File: config.mk
export PLATFORM = sky130hd
export DESIGN_NAME = binary_3x3_morph_filter
export DESIGN_NICKNAME = d
export VERILOG_FILES = /design/src/sv/bm3_pkg.sv /design/src/sv/bm3_ram.sv /design/src/sv/bm3_cell.sv /design/src/sv/bm3_pos.sv /design/src/sv/binary_3x3_morph_filter.sv
export SDC_FILE = /design/constraint.sdc
export NUM_CORES = 2
export LEC_CHECK = 0
export BUFFER_PORTS_ARGS = -buffer_cell sky130_fd_sc_hd__buf_2
export CORE_AREA = 3 3 481 483
export DETAILED_ROUTE_END_ITERATION = 16
export DIE_AREA = 0 0 484 486
export GPL_TIMING_DRIVEN = 0
export PLACE_DENSITY = 0.58
export SETUP_SLACK_MARGIN = 0.4
export SYNTH_ARGS = -nofsm -noshare
export SYNTH_HDL_FRONTEND = slang
export SYNTH_HIERARCHICAL = 1
export SYNTH_SLANG_ARGS = --single-unit
File: constraint.sdc
create_clock -name i_clk -period 41.5 [get_ports i_clk]
set_clock_uncertainty 0.2 [all_clocks]
set_input_delay 6.225 -clock i_clk [delete_from_list [all_inputs] [get_ports i_clk]]
set_output_delay 6.225 -clock i_clk [all_outputs]
set_load 0.01 [all_outputs]
File: src/sv/bm3_pkg.sv
package bm3_pkg;

    localparam int MAX_WIDTH_DEF  = 1024;
    localparam int MAX_HEIGHT_DEF = 1024;

    localparam int SIZE_W = 11;
    localparam int MODE_W = 2;
    localparam int ADDR_W = 4;
    localparam int DATA_W = 32;

    localparam logic [SIZE_W-1:0] WIDTH_RST  = 11'd640;
    localparam logic [SIZE_W-1:0] HEIGHT_RST = 11'd480;

    localparam logic [MODE_W-1:0] MODE_DILATE   = 2'd0;
    localparam logic [MODE_W-1:0] MODE_ERODE    = 2'd1;
    localparam logic [MODE_W-1:0] MODE_MAJORITY = 2'd2;

    localparam logic [1:0] REG_WIDTH  = 2'd0;
    localparam logic [1:0] REG_HEIGHT = 2'd1;
    localparam logic [1:0] REG_MODE   = 2'd2;

    // window geometry and majority threshold
    localparam int WIN_COLS  = 3;
    localparam int ONES_W    = 4;
    localparam int MAJ_COUNT = 5;

    // line store word: upper row bit, middle row bit
    localparam int LINE_BITS = 2;

    typedef struct packed {
        logic       any;
        logic       all;
        logic [1:0] ones;
    } t_col_sum;

    typedef struct packed {
        logic emit;
        logic last;
        logic inner;
    } t_pos_flags;

    function automatic t_col_sum f_col_sum(input logic [2:0] col);
        t_col_sum s;
        s.any  = |col;
        s.all  = &col;
        s.ones = 2'(col[0]) + 2'(col[1]) + 2'(col[2]);
        return s;
    endfunction

endpackage

File: src/sv/bm3_ram.sv
module bm3_ram #(
    parameter int WIDTH = 1,
    parameter int DEPTH = 1024
) (
    input  logic                     i_clk,
    input  logic                     i_we,
    input  logic [$clog2(DEPTH)-1:0] i_waddr,
    input  logic [WIDTH-1:0]         i_wdata,
    input  logic                     i_re,
    input  logic [$clog2(DEPTH)-1:0] i_raddr,
    output logic [WIDTH-1:0]         o_rdata
);

    logic [WIDTH-1:0] r_mem [DEPTH];
    logic [WIDTH-1:0] r_rdata;

    always_ff @(posedge i_clk) begin
        if (i_we) begin
            r_mem[i_waddr] <= i_wdata;
        end
        if (i_re) begin
            r_rdata <= r_mem[i_raddr];
        end
    end

    assign o_rdata = r_rdata;

endmodule

File: src/sv/bm3_cell.sv
// one window column: holds the summary of a column and hands it on
module bm3_cell (
    input  logic              i_clk,
    input  logic              i_shift,
    input  bm3_pkg::t_col_sum i_sum,
    output bm3_pkg::t_col_sum o_sum
);

    bm3_pkg::t_col_sum r_sum;

    always_ff @(posedge i_clk) begin
        if (i_shift) begin
            r_sum <= i_sum;
        end
    end

    assign o_sum = r_sum;

endmodule

File: src/sv/bm3_pos.sv
// raster position of the pixel being taken, with wrap on size changes
module bm3_pos #(
    parameter int MAX_WIDTH  = bm3_pkg::MAX_WIDTH_DEF,
    parameter int MAX_HEIGHT = bm3_pkg::MAX_HEIGHT_DEF
) (
    input  logic                          i_clk,
    input  logic                          i_rst_n,
    input  logic                          i_accept,
    input  logic                          i_frame_start,
    input  logic [bm3_pkg::SIZE_W-1:0]    i_width,
    input  logic [bm3_pkg::SIZE_W-1:0]    i_height,
    output logic [$clog2(MAX_WIDTH)-1:0]  o_col,
    output bm3_pkg::t_pos_flags           o_flags
);

    localparam int CW  = $clog2(MAX_WIDTH);
    localparam int RW  = $clog2(MAX_HEIGHT);
    localparam int SWL = $clog2(MAX_WIDTH + 1);
    localparam int SHL = $clog2(MAX_HEIGHT + 1);
    localparam int SW  = (SWL > bm3_pkg::SIZE_W) ? SWL : bm3_pkg::SIZE_W;
    localparam int SH  = (SHL > bm3_pkg::SIZE_W) ? SHL : bm3_pkg::SIZE_W;

    logic [CW-1:0] r_col, n_col;
    logic [RW-1:0] r_row, n_row;
    logic [SW-1:0] w_ext, w, cn;
    logic [SH-1:0] h_ext, h, r1, rn;
    logic [CW-1:0] c0, c;
    logic [RW-1:0] r0, r;

    always_comb begin
        // sizes saturated to the supported range
        w_ext = SW'(i_width);
        h_ext = SH'(i_height);
        if (w_ext < SW'(3)) begin
            w = SW'(3);
        end else if (w_ext > SW'(MAX_WIDTH)) begin
            w = SW'(MAX_WIDTH);
        end else begin
            w = w_ext;
        end
        if (h_ext < SH'(3)) begin
            h = SH'(3);
        end else if (h_ext > SH'(MAX_HEIGHT)) begin
            h = SH'(MAX_HEIGHT);
        end else begin
            h = h_ext;
        end

        c0 = i_frame_start ? '0 : r_col;
        r0 = i_frame_start ? '0 : r_row;
        if (SW'(c0) >= w) begin
            c  = '0;
            r1 = SH'(r0) + SH'(1);
        end else begin
            c  = c0;
            r1 = SH'(r0);
        end
        r = (r1 >= h) ? '0 : r1[RW-1:0];

        cn = SW'(c) + SW'(1);
        rn = SH'(r) + SH'(1);
        if (cn >= w) begin
            n_col = '0;
            n_row = (rn >= h) ? '0 : rn[RW-1:0];
        end else begin
            n_col = cn[CW-1:0];
            n_row = r;
        end

        o_flags.emit  = (r >= RW'(2)) || ((r == RW'(1)) && (c != '0));
        o_flags.last  = (SH'(r) == h - SH'(1)) && (SW'(c) == w - SW'(1));
        o_flags.inner = (c >= CW'(2)) && (r >= RW'(2));
    end

    assign o_col = c;

    always_ff @(posedge i_clk) begin
        if (!i_rst_n) begin
            r_col <= '0;
            r_row <= '0;
        end else if (i_accept) begin
            r_col <= n_col;
            r_row <= n_row;
        end
    end

endmodule

File: src/sv/binary_3x3_morph_filter.sv
// a pixel is registered in stage b, then its result in the output register
// results trail the input stream by frame width + 1 pixels (two stored rows)
// throughput: one pixel per cycle unless stalled (single line store ram port pair)
// reset: synchronous, active low; size registers go to 640 x 480, mode to dilation
// after reset a clearing pass zeroes all MAX_WIDTH words of the line store ram,
// during which input transfers are stalled (configuration writes still taken)
module binary_3x3_morph_filter #(
    parameter int MAX_WIDTH  = bm3_pkg::MAX_WIDTH_DEF,
    parameter int MAX_HEIGHT = bm3_pkg::MAX_HEIGHT_DEF
) (
    input  logic                         i_clk,
    input  logic                         i_rst_n,
    // pixel input channel
    input  logic                         i_in_valid,
    output logic                         o_in_stall,
    input  logic                         i_pixel_white,
    input  logic                         i_frame_start,
    // result output channel
    output logic                         o_out_valid,
    input  logic                         i_out_stall,
    output logic                         o_result_white,
    output logic                         o_frame_last,
    // register port
    input  logic                         psel,
    input  logic                         penable,
    input  logic                         pwrite,
    input  logic [bm3_pkg::ADDR_W-1:0]   paddr,
    input  logic [bm3_pkg::DATA_W-1:0]   pwdata,
    output logic [bm3_pkg::DATA_W-1:0]   prdata,
    output logic                         pready
);

    localparam int CW    = $clog2(MAX_WIDTH);
    localparam int CELLS = bm3_pkg::WIN_COLS - 1;

    // ---------------- configuration registers ----------------
    logic [bm3_pkg::SIZE_W-1:0] r_frame_width;
    logic [bm3_pkg::SIZE_W-1:0] r_frame_height;
    logic [bm3_pkg::MODE_W-1:0] r_filter_mode;
    logic                       cfg_wr;

    assign pready = 1'b1;
    assign cfg_wr = psel && penable && pwrite;

    always_ff @(posedge i_clk) begin
        if (!i_rst_n) begin
            r_frame_width  <= bm3_pkg::WIDTH_RST;
            r_frame_height <= bm3_pkg::HEIGHT_RST;
            r_filter_mode  <= bm3_pkg::MODE_DILATE;
        end else if (cfg_wr) begin
            unique case (paddr[3:2])
                bm3_pkg::REG_WIDTH:  r_frame_width  <= pwdata[bm3_pkg::SIZE_W-1:0];
                bm3_pkg::REG_HEIGHT: r_frame_height <= pwdata[bm3_pkg::SIZE_W-1:0];
                bm3_pkg::REG_MODE:   r_filter_mode  <= pwdata[bm3_pkg::MODE_W-1:0];
                default: ;
            endcase
        end
    end

    always_comb begin
        unique case (paddr[3:2])
            bm3_pkg::REG_WIDTH:  prdata = bm3_pkg::DATA_W'(r_frame_width);
            bm3_pkg::REG_HEIGHT: prdata = bm3_pkg::DATA_W'(r_frame_height);
            bm3_pkg::REG_MODE:   prdata = bm3_pkg::DATA_W'(r_filter_mode);
            default:             prdata = '0;
        endcase
    end

    // ---------------- line store clearing pass ----------------
    logic          r_clearing;
    logic [CW-1:0] r_clr_cnt;

    always_ff @(posedge i_clk) begin
        if (!i_rst_n) begin
            r_clearing <= 1'b1;
            r_clr_cnt  <= '0;
        end else if (r_clearing) begin
            r_clr_cnt <= r_clr_cnt + CW'(1);
            if (r_clr_cnt == CW'(MAX_WIDTH - 1)) begin
                r_clearing <= 1'b0;
            end
        end
    end

    // ---------------- handshake and stage control ----------------
    // stage b: pixel with its line store bits; stage c: output register
    logic in_accept;
    logic b_adv;
    logic r_b_valid;
    logic r_c_valid;

    assign b_adv      = r_b_valid && (!r_c_valid || !i_out_stall);
    assign o_in_stall = r_clearing || (r_b_valid && !b_adv);
    assign in_accept  = i_in_valid && !o_in_stall;

    // ---------------- raster position ----------------
    logic [CW-1:0]       pos_col;
    bm3_pkg::t_pos_flags pos_flags;

    bm3_pos #(
        .MAX_WIDTH  (MAX_WIDTH),
        .MAX_HEIGHT (MAX_HEIGHT)
    ) u_pos (
        .i_clk         (i_clk),
        .i_rst_n       (i_rst_n),
        .i_accept      (in_accept),
        .i_frame_start (i_frame_start),
        .i_width       (r_frame_width),
        .i_height      (r_frame_height),
        .o_col         (pos_col),
        .o_flags       (pos_flags)
    );

    // ---------------- line store ram ----------------
    // bit 1 holds the row two above, bit 0 the row just above
    logic                          ram_we;
    logic [CW-1:0]                 ram_waddr;
    logic [bm3_pkg::LINE_BITS-1:0] ram_wdata;
    logic [bm3_pkg::LINE_BITS-1:0] ram_rdata;

    // stage b registers
    logic                r_b_pix;
    logic [CW-1:0]       r_b_col;
    bm3_pkg::t_pos_flags r_b_flags;
    logic                r_b_fwd;
    logic                r_b_fwd_up;
    logic                r_b_fwd_mid;
    logic                up_bit;
    logic                mid_bit;

    // the ram read happens in the same edge as the write of the item ahead;
    // when both hit the same column the written bits are forwarded
    assign up_bit  = r_b_fwd ? r_b_fwd_up  : ram_rdata[1];
    assign mid_bit = r_b_fwd ? r_b_fwd_mid : ram_rdata[0];

    assign ram_we    = r_clearing || b_adv;
    assign ram_waddr = r_clearing ? r_clr_cnt : r_b_col;
    assign ram_wdata = r_clearing ? '0 : {mid_bit, r_b_pix};

    bm3_ram #(
        .WIDTH (bm3_pkg::LINE_BITS),
        .DEPTH (MAX_WIDTH)
    ) u_line_ram (
        .i_clk   (i_clk),
        .i_we    (ram_we),
        .i_waddr (ram_waddr),
        .i_wdata (ram_wdata),
        .i_re    (in_accept),
        .i_raddr (pos_col),
        .o_rdata (ram_rdata)
    );

    always_ff @(posedge i_clk) begin
        if (!i_rst_n) begin
            r_b_valid <= 1'b0;
        end else if (in_accept) begin
            r_b_valid <= 1'b1;
        end else if (b_adv) begin
            r_b_valid <= 1'b0;
        end
    end

    always_ff @(posedge i_clk) begin
        if (in_accept) begin
            r_b_pix     <= i_pixel_white;
            r_b_col     <= pos_col;
            r_b_flags   <= pos_flags;
            r_b_fwd     <= b_adv && (pos_col == r_b_col);
            r_b_fwd_up  <= mid_bit;
            r_b_fwd_mid <= r_b_pix;
        end
    end

    // ---------------- window: chain of column cells ----------------
    // win_sum[0] is the column of the current pixel, the cells hold the two before
    bm3_pkg::t_col_sum win_sum [bm3_pkg::WIN_COLS];

    assign win_sum[0] = bm3_pkg::f_col_sum({up_bit, mid_bit, r_b_pix});

    for (genvar k = 0; k < CELLS; k++) begin : g_cell
        bm3_cell u_cell (
            .i_clk   (i_clk),
            .i_shift (b_adv),
            .i_sum   (win_sum[k]),
            .o_sum   (win_sum[k+1])
        );
    end

    // ---------------- filter decision ----------------
    logic                      win_any;
    logic                      win_all;
    logic [bm3_pkg::ONES_W-1:0] win_ones;
    logic                      filt_res;

    always_comb begin
        win_any  = 1'b0;
        win_all  = 1'b1;
        win_ones = '0;
        for (int k = 0; k < bm3_pkg::WIN_COLS; k++) begin
            win_any  = win_any | win_sum[k].any;
            win_all  = win_all & win_sum[k].all;
            win_ones = win_ones + bm3_pkg::ONES_W'(win_sum[k].ones);
        end
        unique case (r_filter_mode)
            bm3_pkg::MODE_DILATE:   filt_res = win_any;
            bm3_pkg::MODE_ERODE:    filt_res = win_all;
            bm3_pkg::MODE_MAJORITY: filt_res = win_ones >= bm3_pkg::ONES_W'(bm3_pkg::MAJ_COUNT);
            default:                filt_res = 1'b0;
        endcase
    end

    // ---------------- output register ----------------
    logic r_c_result;
    logic r_c_last;

    always_ff @(posedge i_clk) begin
        if (!i_rst_n) begin
            r_c_valid <= 1'b0;
        end else if (b_adv) begin
            // pixels of the first row and the first pixel of the second make no result
            r_c_valid <= r_b_flags.emit;
        end else if (!i_out_stall) begin
            r_c_valid <= 1'b0;
        end
    end

    always_ff @(posedge i_clk) begin
        if (b_adv) begin
            // border positions always come out black
            r_c_result <= r_b_flags.inner && filt_res;
            r_c_last   <= r_b_flags.last;
        end
    end

    assign o_out_valid    = r_c_valid;
    assign o_result_white = r_c_result;
    assign o_frame_last   = r_c_last;

`ifndef SYNTHESIS
    a_clear_blocks_input: assert property (@(posedge i_clk) disable iff (!i_rst_n)
        r_clearing |-> !in_accept)
        else $error("pixel transfer during line store clearing");

    a_stage_b_hold: assert property (@(posedge i_clk) disable iff (!i_rst_n)
        (r_b_valid && !b_adv) |-> !in_accept)
        else $error("stage b overwritten while it holds a pixel");

    a_out_hold: assert property (@(posedge i_clk) disable iff (!i_rst_n)
        (o_out_valid && i_out_stall) |=>
            (o_out_valid && $stable(o_result_white) && $stable(o_frame_last)))
        else $error("stalled result changed");

    a_result_from_b: assert property (@(posedge i_clk) disable iff (!i_rst_n)
        (o_out_valid && !$past(o_out_valid)) |-> $past(b_adv))
        else $error("result appeared without a stage b transfer");
`endif

endmodule
==> results.md <==
* Sw Pwr at around 890 uW
* Antenna-violating nets left at 0
* Largest net degree at the start of global routing at 51
* DR pass1 iterations at 6
* # port buffers at 35
* Synth warnings at 6
* Worst-skew pair later-pin latency at ~0.9 ns
* Most frequent cells in the layout: edfxtp_1 (2,077), nor2_1 (1,114), mux4_2 (449), mux2i_1 (235), clkbuf_16 (214)
* Gr usage total at 0.296
* IO Pins at just over 80
* Setup TNS at 0 ns
* Nets at 6,079
* Post-synthesis register bit count at between 2,000 and 2,500
* Element type at the critical path start: primary input
* Design area at between 100,000 and 150,000 um^2
* RSZ-0062 raised after global routing: false
* Routed WL per cell at between 30 and 40 um
* Internal at roughly 3.4 mW
* Clock Path Buffers at 3
* H-tree depth at 4
* Vias in the first global route at 55,600
* Sequential share of power at 0.541
* Fraction of layout cells with a size suffix above 1 at 0.188
* Die X-Extent at a little under 500 um
* Power Dens Cells at 41.7 nW/um^2
* Slew @ Worst Pin at 1.60 ns
* Arrival time at the worst endpoint at 16.52 ns
* Clock power share at 0.449
* Critical path peak fanout at 10
* Library cells used by synthesis at 103
* Placer congestion estimate at about 0.97
* Initial Util at 0.399
* Initial antenna violation count at 23
* R2R setup slack at roughly 30 ns
* FP Rows at roughly 180
* Core area at approximately 230,000 um^2
* Min-Delay Path Class: register to register
* Post-Synthesis Cells at between 5,000 and 6,000
* Failing checks: max-capacitance violations, max-slew violations
* HPWL Detailed at roughly 240,000 um
* Final setup viols at 0
* DIE HEIGHT at ~490 um
* TritonCTS buffer count at about 210
* Hold buffers post-CTS at 0
* Post-cts resize count at 0
* Mapped Avg Cell Area at between 15 and 20 um^2
* First-pass GRT wire length at 473,000 um
* Ys async rst share at 0
* Clk Tree Root Cell: clkbuf_16
* Clock-pin slew on the worst setup and hold paths at around 0.06 ns
* Tot Pwr at between 4 and 5 mW
* Most common cell after layout, fill and taps aside: edfxtp_1
* Status: finished with violations
* Final worst-path cycle share at 0.394
* Static leakage at between 30 and 40 nW
* Peak VDD IR at 0.0000503 V
* Global-route congestion overflow total at 0
* Number of DRC markers in iteration 0 at 11,000
* Hold Violations, Final at 0
* Post-DP Area at between 90,000 and 100,000 um^2
* Worst setup EP type: register
* Fmax at 0.0612 GHz
* Number of clock sinks at roughly 2,100
* Vias per cell at around 6.4
* Leading post-synthesis cells by cell area: edfxtp_1 (69%), mux4_2 (11%), nor2_1 (4.6%)
* Cell area after synthesis at about 91,000 um^2
* Most used flip-flop cell after synthesis: edfxtp_1
* Combinational cell fraction of total power at 0.010
* Max-slew violations at 43
* Post-synthesis sequential area ratio at 0.700
* # DRC at 0
* Worst Path Required at between 40 and 50 ns
* Die area at around 240,000 um^2
* TritonCTS clock tree: built
* Post-layout minimum cycle time at 16.35 ns
* Synth top area share at 0.687
* Post-synth EDFFs at around 2,100
* Area Growth Syn to Fin at 13.8%
* Largest area contributor in the synthesized netlist: edfxtp_1
* Post-Route WL at ~350,000 um
* Sw Ratio at 0.206
* Vias at just under 60,000
* Max-slew headroom at -0.0675
* Maxcap violations at 6
* Setup bufs post-CTS at 0
* Critical path class: primary input to register
## sequential cells by signal (all words and copies together) (netlist names)
signal / cells
g_cell.u_cell/o_sum: 8
o_frame_last: 1
o_out_valid: 1
o_result_white: 1
r_b_col: 10
r_b_flags: 3
r_b_fwd: 1
r_b_fwd_mid: 1
r_b_fwd_up: 1
r_b_pix: 1
r_b_valid: 1
r_clearing: 1
r_clr_cnt: 10
r_filter_mode: 2
r_frame_height: 11
r_frame_width: 11
u_line_ram/o_rdata: 2
u_line_ram/r_mem: 2048
u_pos/r_col: 10
u_pos/r_row: 10
## cell usage after synthesis (11+ instances only)
cell type,count
inv_1,43
nor3_1,71
nand2_1,184
mux4_2,449
and2_1,12
a211oi_1,19
mux2_2,20
mux2i_1,235
nand3_1,87
a221oi_1,16
a22o_1,15
o22ai_1,49
edfxtp_1,2077
a21oi_1,107
a31oi_1,15
nand4_1,25
a22oi_1,55
nand2b_1,27
clkbuf_1,263
ha_1,57
nor2b_1,31
nor2_1,1119
o31ai_1,12
nor4_1,14
buf_2,30
xor2_1,13
nor3b_1,11
buf_4,52
buf_6,34
o221ai_1,84
xnor2_1,26
buf_8,14
dfxtp_1,57
buf_1,54
and3_1,17
o21ai_0,83
## power by group through the flow
stage          registers [mW]  clock network [mW]  logic, mW
2_1_floorplan            2.37                   0     0.0191
3_5_place_dp             2.37                   0     0.0407
6_report                 2.33                1.94     0.0433
3_3_place_gp             2.37                   0     0.0389
5_1_grt                  2.33                2.03     0.0435
4_1_cts                  2.33                1.95     0.0408
## worst max-delay path: stages
cell,delay (ns)
buf_2,0.14
clkbuf_1,0.41
clkbuf_1,0.53
buf_4,0.31
nor2b_1,0.07
ha_1,0.35
a211oi_1,0.30
o21ai_1,0.17
a211oi_1,0.49
nor3_1,0.31
nor2_1,0.80
clkbuf_1,0.55
buf_1,0.92
buf_1,1.16
clkbuf_1,1.16
o221ai_1,0.37
o22ai_1,0.31
nor3_1,0.21
o311ai_0,0.81
nand4_1,0.85
## per-stage QoR
step,setup WS [ns],utilization,hold slack [ns],std cells
after floorplan,12.18,-,0.200,5654
after global placement,-12.15,0.417,0.216,8698
after detailed placement,25.18,0.424,0.212,8767
after CTS,26.08,0.454,0.237,9149
after global routing,25.52,0.454,0.240,9151
final,25.15,0.454,0.236,9165
## final timing paths
kind                                  start                              end  cells after the start
max                           i_frame_start  u_line_ram/o_rdata[1]$_DFFE_PP_                     20
min                  r_b_flags[1]$_DFFE_PP_           o_frame_last$_DFFE_PP_                      0
max reg2reg  r_frame_width[10]$_SDFFE_PN0P_  u_line_ram/o_rdata[1]$_DFFE_PP_                     19
min reg2reg          r_b_flags[1]$_DFFE_PP_           o_frame_last$_DFFE_PP_                      0
## layer usage
layer | part of all wire | track usage
met2 | 0.44 | 0.440
met5 | 0.00028 | 0
met4 | 0.071 | 0.174
met3 | 0.14 | 0.0914
met1 | 0.36 | 0.384
## final cells by class
type	count	area [um^2]
multi-input cells	3024	24800
repair buffers	105	1570
plain buffers	449	2490
well taps	3009	3760
flip-flops and latches	2134	63500
diodes	15	37.5
clock buffers	257	5520
fillers	19900	124000
inverters	47	181
clock inverters	125	1380
## logic make-up (layout without fill, tap and decap cells)
group                      after synthesis  in the layout  share of synthesized area
buffers and inverters                  496            983                     0.0280
xor gates and xnor gates                40             40                    0.00394
AOI/OAI and AO/OA                      528            528                     0.0403
muxes                                  708            708                      0.140
DFF                                   2134           2134                      0.700
adders and majority gates               60             60                    0.00852
and+or+nand+nor                       1666           1666                     0.0787
other                                    2             37                  0.0000828
No activity file was read; power rests on OpenSTA's default activity.
